**src/sv/mngm_pkg.sv**
```systemverilog
// ----------------------------------------------------------------------------
// mngm_pkg: shared types and constants of the midi note to gate mapper
// note map geometry, message codes, register indexes and the velocity curve
// ----------------------------------------------------------------------------
package mngm_pkg;

    localparam int GATE_COUNT = 8;
    localparam int MAP_DEPTH  = 16;
    localparam int MAP_IDX_W  = $clog2(MAP_DEPTH);
    localparam int POS_W      = MAP_IDX_W + 1;
    localparam int BANK_W     = 8;

    localparam logic [7:0] NOTE_BASE = 8'd60;

    // status byte classes
    localparam logic [7:0] RT_MASK    = 8'hF8;
    localparam logic [7:0] NOTE_MASK  = 8'hE0;
    localparam logic [7:0] NOTE_CLASS = 8'h80;
    localparam logic [7:0] HI_MASK    = 8'hF0;
    localparam logic [7:0] CC_CLASS   = 8'hB0;
    localparam logic [7:0] LO_MASK    = 8'h0F;
    localparam logic [3:0] NIB_NOTE_OFF = 4'h8;
    localparam logic [3:0] NIB_NOTE_ON  = 4'h9;

    // running status slot
    localparam logic [1:0] SLOT_NOTE = 2'd1;
    localparam logic [1:0] SLOT_VEL  = 2'd2;

    // register indexes
    localparam logic CFG_LEARN_ENABLE = 1'b0;
    localparam logic CFG_GATE_INVERT  = 1'b1;

    localparam logic [15:0] CODE_TOP  = 16'hFEF0;
    localparam logic [15:0] CODE_STEP = 16'h01C0;

    localparam logic [POS_W-1:0] LEARN_CLEAR_POS = POS_W'(9);

    typedef struct packed {
        logic [BANK_W-1:0] gate_hit;
        logic [BANK_W-1:0] vel_hit;
    } mngm_chain_t;

    // dac code for a velocity, zero for velocity zero
    function automatic logic [15:0] vel_code(input logic [6:0] vel);
        logic [6:0]  vel_gap;
        logic [15:0] prod;
        begin
            vel_gap = 7'd127 - vel;
            prod = 16'(16'(vel_gap) * CODE_STEP);
            if (vel == 7'd0)
                vel_code = 16'd0;
            else
                vel_code = (CODE_TOP - prod) & 16'hFFF0;
        end
    endfunction

endpackage

```
**src/sv/mngm_cell.sv**
```systemverilog
// ----------------------------------------------------------------------------
// mngm_cell: one note map entry
// holds a learned note, matches it against the message note and adds its
// gate or velocity bit to the hit masks passed along the row
// ----------------------------------------------------------------------------
module mngm_cell (
    input  logic                            clk,
    input  logic                            rst_n,
    input  logic [mngm_pkg::MAP_IDX_W-1:0]  cell_idx,
    input  logic                            learn_wr,
    input  logic [mngm_pkg::MAP_IDX_W-1:0]  learn_idx,
    input  logic [7:0]                      note,
    input  mngm_pkg::mngm_chain_t           chain_in,
    output mngm_pkg::mngm_chain_t           chain_out
);

    logic [7:0] entry_reg;
    logic [7:0] entry_next;
    logic       hit;
    logic       is_gate;
    logic [mngm_pkg::BANK_W-1:0] bit_sel;

    always_comb
    begin
        entry_next = entry_reg;
        if (learn_wr && learn_idx == cell_idx)
            entry_next = note;
    end

    always_ff @(posedge clk or negedge rst_n)
    begin
        if (!rst_n)
            entry_reg <= mngm_pkg::NOTE_BASE + 8'(cell_idx);
        else
            entry_reg <= entry_next;
    end

    assign hit     = (entry_reg == note);
    assign is_gate = (32'(cell_idx) < mngm_pkg::GATE_COUNT);
    assign bit_sel = mngm_pkg::BANK_W'(1) << cell_idx[2:0];

    always_comb
    begin
        chain_out = chain_in;
        if (hit && is_gate)
            chain_out.gate_hit = chain_in.gate_hit | bit_sel;
        if (hit && !is_gate)
            chain_out.vel_hit = chain_in.vel_hit | bit_sel;
    end

endmodule

```
**src/sv/midi_note_to_gate_mapper_top.sv**
```systemverilog
// ----------------------------------------------------------------------------
// midi_note_to_gate_mapper_top: midi note message parser driving gates
// running status parser, row of note map cells, learn logic and a two-deep
// output buffer so bytes keep flowing while a result waits
// ----------------------------------------------------------------------------
// result: registered on the transfer of the closing data byte
// throughput: one byte per cycle unless stalled; the row of map cells matches
//   every entry in the same cycle, so one message completes per byte pair
// input stalls only while both output buffer entries are full
// reset: map holds notes 60..75, channel 9, gates off, learn off, no status
// ----------------------------------------------------------------------------
module midi_note_to_gate_mapper_top (
    input  logic        clk,
    input  logic        rst_n,
    // configuration writes
    input  logic        cfg_we,
    input  logic        cfg_index,
    input  logic        cfg_data,
    // byte input channel
    input  logic        in_valid,
    output logic        in_stall,
    input  logic [7:0]  rx_byte,
    // result channel
    output logic        out_valid,
    input  logic        out_stall,
    output logic [7:0]  gate_pins,
    output logic [7:0]  dac_write_mask,
    output logic [15:0] dac_code,
    output logic [4:0]  learn_position,
    output logic [3:0]  listen_channel
);

    localparam int IW = mngm_pkg::MAP_IDX_W;
    localparam int PW = mngm_pkg::POS_W;

    typedef struct packed {
        logic [7:0]  gate_pins;
        logic [7:0]  dac_write_mask;
        logic [15:0] dac_code;
        logic [4:0]  learn_position;
        logic [3:0]  listen_channel;
    } result_t;

    // configuration registers
    logic learn_en_reg;
    logic invert_reg;

    // parser and mapper state
    logic [7:0]    status_reg,  status_next;
    logic [7:0]    note_reg,    note_next;
    logic [1:0]    slot_reg,    slot_next;
    logic          accept_reg,  accept_next;
    logic [3:0]    chan_reg,    chan_next;
    logic [PW-1:0] pos_reg,     pos_next;
    logic [7:0]    gates_reg,   gates_next;

    // output buffer
    logic    out_valid_reg;
    logic    skid_valid_reg;
    result_t out_reg;
    result_t skid_reg;

    logic        in_xfer;
    logic        out_xfer;
    logic        res_valid;
    result_t     res;
    logic        learn_wr;
    logic        learning;
    logic        is_on_msg;
    logic        is_off_msg;
    logic        note_on;
    logic [3:0]  msg_chan;
    logic [3:0]  learn_chan;
    logic [6:0]  vel;
    logic [mngm_pkg::BANK_W-1:0] gate_bit;
    logic [7:0]  mask;
    logic [15:0] code;

    mngm_pkg::mngm_chain_t chain [mngm_pkg::MAP_DEPTH+1];

    assign in_xfer  = in_valid && !in_stall;
    assign out_xfer = out_valid_reg && !out_stall;
    assign in_stall = skid_valid_reg;

    // row of map cells; hit masks ripple from cell 0 to the last cell
    assign chain[0] = '0;

    for (genvar g = 0; g < mngm_pkg::MAP_DEPTH; g++)
    begin : g_cell
        mngm_cell u_cell (
            .clk       (clk),
            .rst_n     (rst_n),
            .cell_idx  (IW'(g)),
            .learn_wr  (learn_wr),
            .learn_idx (pos_reg[IW-1:0]),
            .note      (note_reg),
            .chain_in  (chain[g]),
            .chain_out (chain[g+1])
        );
    end

    assign msg_chan   = status_reg[3:0];
    assign vel        = rx_byte[6:0];
    assign is_on_msg  = (status_reg[7:4] == mngm_pkg::NIB_NOTE_ON);
    assign is_off_msg = (status_reg[7:4] == mngm_pkg::NIB_NOTE_OFF);
    assign learning   = learn_en_reg && !pos_reg[PW-1];
    assign note_on    = status_reg[4] && (vel != 7'd0);
    // first learned note-on may adopt its own channel
    assign learn_chan = (pos_reg == '0) ? msg_chan : chan_reg;
    assign gate_bit   = mngm_pkg::BANK_W'(1) << pos_reg[2:0];

    // parser, learn and gate update
    always_comb
    begin
        status_next = status_reg;
        note_next   = note_reg;
        slot_next   = slot_reg;
        accept_next = accept_reg;
        chan_next   = chan_reg;
        pos_next    = pos_reg;
        gates_next  = gates_reg;
        learn_wr    = 1'b0;
        res_valid   = 1'b0;
        mask        = '0;
        code        = '0;

        if (in_xfer)
        begin
            if (rx_byte[7])
            begin
                // real-time bytes leave running status alone
                if ((rx_byte & mngm_pkg::RT_MASK) != mngm_pkg::RT_MASK)
                    accept_next = 1'b0;
                if ((rx_byte & mngm_pkg::NOTE_MASK) == mngm_pkg::NOTE_CLASS ||
                    (rx_byte & mngm_pkg::HI_MASK) == mngm_pkg::CC_CLASS)
                begin
                    status_next = rx_byte;
                    slot_next   = mngm_pkg::SLOT_NOTE;
                    accept_next = 1'b1;
                end
            end
            else if (accept_reg)
            begin
                if (slot_reg != mngm_pkg::SLOT_VEL)
                begin
                    note_next = rx_byte;
                    slot_next = mngm_pkg::SLOT_VEL;
                end
                else
                begin
                    // message complete
                    slot_next = mngm_pkg::SLOT_NOTE;
                    res_valid = 1'b1;

                    if (learning && is_on_msg)
                    begin
                        chan_next = learn_chan;
                        if (msg_chan == learn_chan && vel != 7'd0)
                        begin
                            learn_wr   = 1'b1;
                            gates_next = gates_reg | gate_bit;
                            pos_next   = pos_reg + PW'(1);
                            // ninth learned note drops the preview gates but gate 0
                            if (pos_next == mngm_pkg::LEARN_CLEAR_POS)
                                gates_next = gates_next & 8'h01;
                        end
                    end

                    if (!learning && msg_chan == chan_reg && (is_on_msg || is_off_msg))
                    begin
                        if (note_on)
                            gates_next = gates_reg | chain[mngm_pkg::MAP_DEPTH].gate_hit;
                        else
                            gates_next = gates_reg & ~chain[mngm_pkg::MAP_DEPTH].gate_hit;
                        mask = chain[mngm_pkg::MAP_DEPTH].vel_hit;
                        if (mask != '0 && note_on)
                            code = mngm_pkg::vel_code(vel);
                    end
                end
            end
        end

        // the user must write config only while idle; the block does not enforce it
        if (cfg_we && cfg_index == mngm_pkg::CFG_LEARN_ENABLE && cfg_data)
            pos_next = '0;
    end

    assign res.gate_pins      = gates_next ^ {8{invert_reg}};
    assign res.dac_write_mask = mask;
    assign res.dac_code       = code;
    assign res.learn_position = 5'(pos_next);
    assign res.listen_channel = chan_next;

    always_ff @(posedge clk or negedge rst_n)
    begin
        if (!rst_n)
        begin
            learn_en_reg <= 1'b0;
            invert_reg   <= 1'b0;
            status_reg   <= '0;
            note_reg     <= '0;
            slot_reg     <= '0;
            accept_reg   <= 1'b0;
            chan_reg     <= 4'd9;
            pos_reg      <= '0;
            gates_reg    <= '0;
        end
        else
        begin
            status_reg <= status_next;
            note_reg   <= note_next;
            slot_reg   <= slot_next;
            accept_reg <= accept_next;
            chan_reg   <= chan_next;
            pos_reg    <= pos_next;
            gates_reg  <= gates_next;
            if (cfg_we)
            begin
                unique case (cfg_index)
                    mngm_pkg::CFG_LEARN_ENABLE: learn_en_reg <= cfg_data;
                    mngm_pkg::CFG_GATE_INVERT:  invert_reg   <= cfg_data;
                    default: ;
                endcase
            end
        end
    end

    // output register plus skid entry
    always_ff @(posedge clk or negedge rst_n)
    begin
        if (!rst_n)
        begin
            out_valid_reg  <= 1'b0;
            skid_valid_reg <= 1'b0;
        end
        else if (skid_valid_reg)
        begin
            if (out_xfer)
                skid_valid_reg <= 1'b0;
        end
        else if (res_valid)
        begin
            if (out_valid_reg && !out_xfer)
                skid_valid_reg <= 1'b1;
            else
                out_valid_reg <= 1'b1;
        end
        else if (out_xfer)
        begin
            out_valid_reg <= 1'b0;
        end
    end

    always_ff @(posedge clk)
    begin
        if (skid_valid_reg)
        begin
            if (out_xfer)
                out_reg <= skid_reg;
        end
        else if (res_valid)
        begin
            if (out_valid_reg && !out_xfer)
                skid_reg <= res;
            else
                out_reg <= res;
        end
    end

    assign out_valid      = out_valid_reg;
    assign gate_pins      = out_reg.gate_pins;
    assign dac_write_mask = out_reg.dac_write_mask;
    assign dac_code       = out_reg.dac_code;
    assign learn_position = out_reg.learn_position;
    assign listen_channel = out_reg.listen_channel;

    // the skid entry only fills behind a waiting result
    a_skid_behind_out: assert property (@(posedge clk) disable iff (!rst_n)
        in_stall |-> out_valid)
        else $error("skid entry full with empty output register");

    // a dac code only goes out with a velocity channel selected
    a_code_needs_mask: assert property (@(posedge clk) disable iff (!rst_n)
        (out_valid && dac_write_mask == 8'd0) |-> dac_code == 16'd0)
        else $error("dac code without write mask");

    // learn position never passes the end of the map
    a_pos_range: assert property (@(posedge clk) disable iff (!rst_n)
        out_valid |-> !(learn_position[4] && learn_position[3:0] != 4'd0))
        else $error("learn position beyond map");

    // a full skid entry blocks the input until the output moves
    a_skid_hold: assert property (@(posedge clk) disable iff (!rst_n)
        (in_stall && out_stall) |=> in_stall)
        else $error("skid entry lost while output stalled");

endmodule
```
**config.mk**
```make
export PLATFORM = sky130hd
export DESIGN_NAME = midi_note_to_gate_mapper_top
export DESIGN_NICKNAME = d
export VERILOG_FILES = /design/src/sv/mngm_pkg.sv /design/src/sv/mngm_cell.sv /design/src/sv/midi_note_to_gate_mapper_top.sv
export SDC_FILE = /design/constraint.sdc
export NUM_CORES = 1
export LEC_CHECK = 0
export ABC_AREA = 1
export BUFFER_PORTS_ARGS = -buffer_cell sky130_fd_sc_hd__buf_2
export CAP_MARGIN = 20
export CORE_ASPECT_RATIO = 1.75
export CORE_UTILIZATION = 45
export DETAILED_ROUTE_END_ITERATION = 10
export GPL_ROUTABILITY_DRIVEN = 0
export GPL_TIMING_DRIVEN = 0
export HOLD_SLACK_MARGIN = 0.1
export REMOVE_ABC_BUFFERS = 1
export SKIP_LAST_GASP = 1
export SLEW_MARGIN = 30
export SYNTH_ARGS = -nofsm -noshare
export SYNTH_HDL_FRONTEND = slang
export SYNTH_SLANG_ARGS = --single-unit
```
**constraint.sdc**
```tcl
create_clock -name clk -period 3.9 [get_ports clk]
set_input_delay 0 -clock clk [delete_from_list [all_inputs] [get_ports clk]]
set_output_delay 0 -clock clk [all_outputs]
set_load 0.005 [all_outputs]
```
==> out/results.ini <==
[route]
drt_first_pass_iters=7
drt_iter0_markers=514
wl_met1_mm=11.12
vias=8593
via_per_inst=4.947
routed_wirelength_mm=26.33
drtAntennaViolNets=0
wl_met3_um=718
wl_per_cell_um=15.16
highest_layer=met4
drcViolationCount=0
met2_length_mm=13.63

[clocking]
clkTransAtPathRegs_ns=0.06
insertion_delay_ns=0.52
numCtsBuffers=22
clkSinkCount=223
cts.repair_timing.setup_buffer_count=0
cts_tree=yes
clk_path_buf_depth=3
h-tree-depth=1
root_buffer=clkbuf_16
cts_resized=0

[layout]
drive_above_1_share=0.1464
area_delta_synth_final_pct=11.38
n_antenna_cell=0
largest_reg_flops=112
nets=1450
stdcell_count=1737
fill_cells=2401
design_area_um2=13090
final_cell_mix=nand2_1 (456), inv_1 (112), dfrtp_1 (90)
layout_commonest_cell=nand2_1

[critical_path]
path_max_fanout=20
crit_required_ns=4.16
startpoint_type=flip-flop
startpoint=note_reg[2]
r2r_cells=12
critical_path_class=flip-flop to flip-flop
r2r_setup_slack_ns=0.50
arrival_ns=3.66
cp-end-kind=flip-flop
endpoint=dac_code[15]
reg2reg_from=note_reg[2]
rr_endpoint=dac_code[15]

[die]
start_util=0.4619
core_um2=25430
die_y_um=215.8
fp.dieW_um=124.1
num_rows=77
dieArea_um2=26780
io_pins=58

[sta]
fmax_mhz=294.3
worst_slew_pin_slew_ns=0.9877
period_share=0.8713
drv_slew=0
fin_ws_ns=0.5018
rsz0062_at_grt=false
min_period_ns=3.398
final_hold_viol_count=0
holdWs_ns=0.1592
setup_viol=0
fin_skew_ns=0.01305
maxSlewHeadroom=0.3415

[yosys]
synth_edf_count=72
synth_area_um2=11750
synth_top_flop_cell=dfrtp_1
ys_ff_latch=223
ys_types=40
async_flop_share=0.6771
syn_area_per_cell_um2=8.620
yosysWarningCount=0
netlist_instances=1363
yosysSeqAreaShare=0.5114

[power_and_ir_drop]
comb_power_share=0.263
switching_power_mw=2.416
switching_share=0.3579
power_per_cell_area_nw_per_um2=515.8
ir_worst_vdd_mv=0.3033
power_leakage_nw=5.879
clkPwrFrac=0.304
power_frac_seq=0.433
p_int_mw=4.334

[global_route]
grt_max_degree=85
grt_pass1_vias=8198
grt_pass1_wl_mm=42.86
gr-usage-all-layers=0.2075
grt_overflow_total=0
antenna_found_initial=0

[place]
io_buffers=53
hpwl_mm=17.54
post_dp_cell_area_um2=12190
pre_cts_ws_ns=0.4814
place_inst=1677

[outcome]
status=complete, no violations

[flow_run]
drv_cap=0

[hold_path]
hold_path_class=input port to asynchronous set/reset pin

synthesized netlist by cell type (8+ instances only):
cell      number  area [um^2]
a21oi_1       17        85.08
and2_1         8        50.05
buf_2         27        135.1
buf_4         10        75.07
clkbuf_1      18        67.56
dfrtp_1       97         2427
dfstp_2       54         1419
edfxtp_1      72         2162
ha_1          23        287.8
inv_1        113        424.2
inv_2          9        33.78
nand2_1      456         1712
nand3_1       57        285.3
nand4_1       10        62.56
nor2_1        88        330.3
o21ai_0       80        400.4
o21ai_1       72        360.4
o21ai_2       11        96.34
xnor2_1       46        402.9
xor2_1        37        324.1
cell type report:
cell class	count	area [um^2]	share of cell area
Sequential cell	223	6017	0.4598
Multi-Input combinational cell	956	4950	0.3782
Clock buffer	31	615.6	0.04704
Timing Repair Buffer	76	563.0	0.04303
Inverter	126	479.2	0.03662
Tap cell	316	395.4	0.03021
Clock inverter	9	66.31	0.005067
how the worst min path moves through the flow:
stage / startpoint / to / cells after the start
floorplan: rst_n / accept_reg / 0
global placement: out_stall / out_valid / 3
detailed placement: rst_n / g_cell[13].u_cell.entry_reg[1] / 1
CTS: rst_n / g_cell[15].u_cell.entry_reg[1] / 2
global route: rst_n / g_cell[14].u_cell.entry_reg[1] / 2
finish: rst_n / g_cell[14].u_cell.entry_reg[1] / 2
critical path: stages, from the launching register on:
cell and delay [ns]:
dfrtp_2 0.76, inv_1 0.60, or2_2 0.46, nand3_1 0.09
nor2_1 0.05, nand2_1 0.17, nand2_1 0.08, nor2_1 0.10
nand2_1 0.14, nand2_2 0.33, inv_1 0.13, nand3_1 0.14
nand2_1 0.06
power groups by stage:
stage	Combinational (mW)	Clock [mW]	Sequential [mW]
4_1_cts	1.80	2.10	2.93
2_1_floorplan	1.26	0	2.79
6_report	1.77	2.05	2.92
3_3_place_gp	1.74	0	2.96
5_1_grt	2.03	2.19	2.95
3_5_place_dp	1.76	0	2.97
repair_timing:
action | CTS | global route
hold buffers | 20 | 0
setup endpoints to repair | 0 | 0
hold endpoints to repair | 180 | 0
kinds of logic (layout without fill, tap and decap cells):
| kind of cell | count (synthesis) | after routing | synth area share |
|---|---|---|---|
| adder cells (fa/ha/maj) | 30 | 30 | 0.03642 |
| buffers and inverters | 187 | 242 | 0.07018 |
| AO/OA/AOI/OAI | 185 | 185 | 0.08381 |
| XOR/XNOR | 83 | 83 | 0.06187 |
| flip-flops | 223 | 223 | 0.5114 |
| other | 1 | 4 | 0.0003192 |
| AND/OR/NAND/NOR | 654 | 654 | 0.2360 |
metal layers:
metal / vias up / track usage
li1: 4393 / -
met4: 0 / 0.07619
met5: - / 0
met2: 124 / 0.3713
met3: 48 / 0.02246
met1: 4028 / 0.2504
metrics by stage:
step / utilization / total power [mW] / setup TNS (ns)
after global routing: 0.5145 / 7.175 / 0
after CTS: 0.5145 / 6.825 / 0
final: 0.5145 / 6.750 / 0
after global placement: 0.4748 / 4.704 / -87.87
after detailed placement: 0.4791 / 4.732 / 0
after floorplan: - / 4.049 / 0
Note: power is estimated with default switching activity, not from simulation.
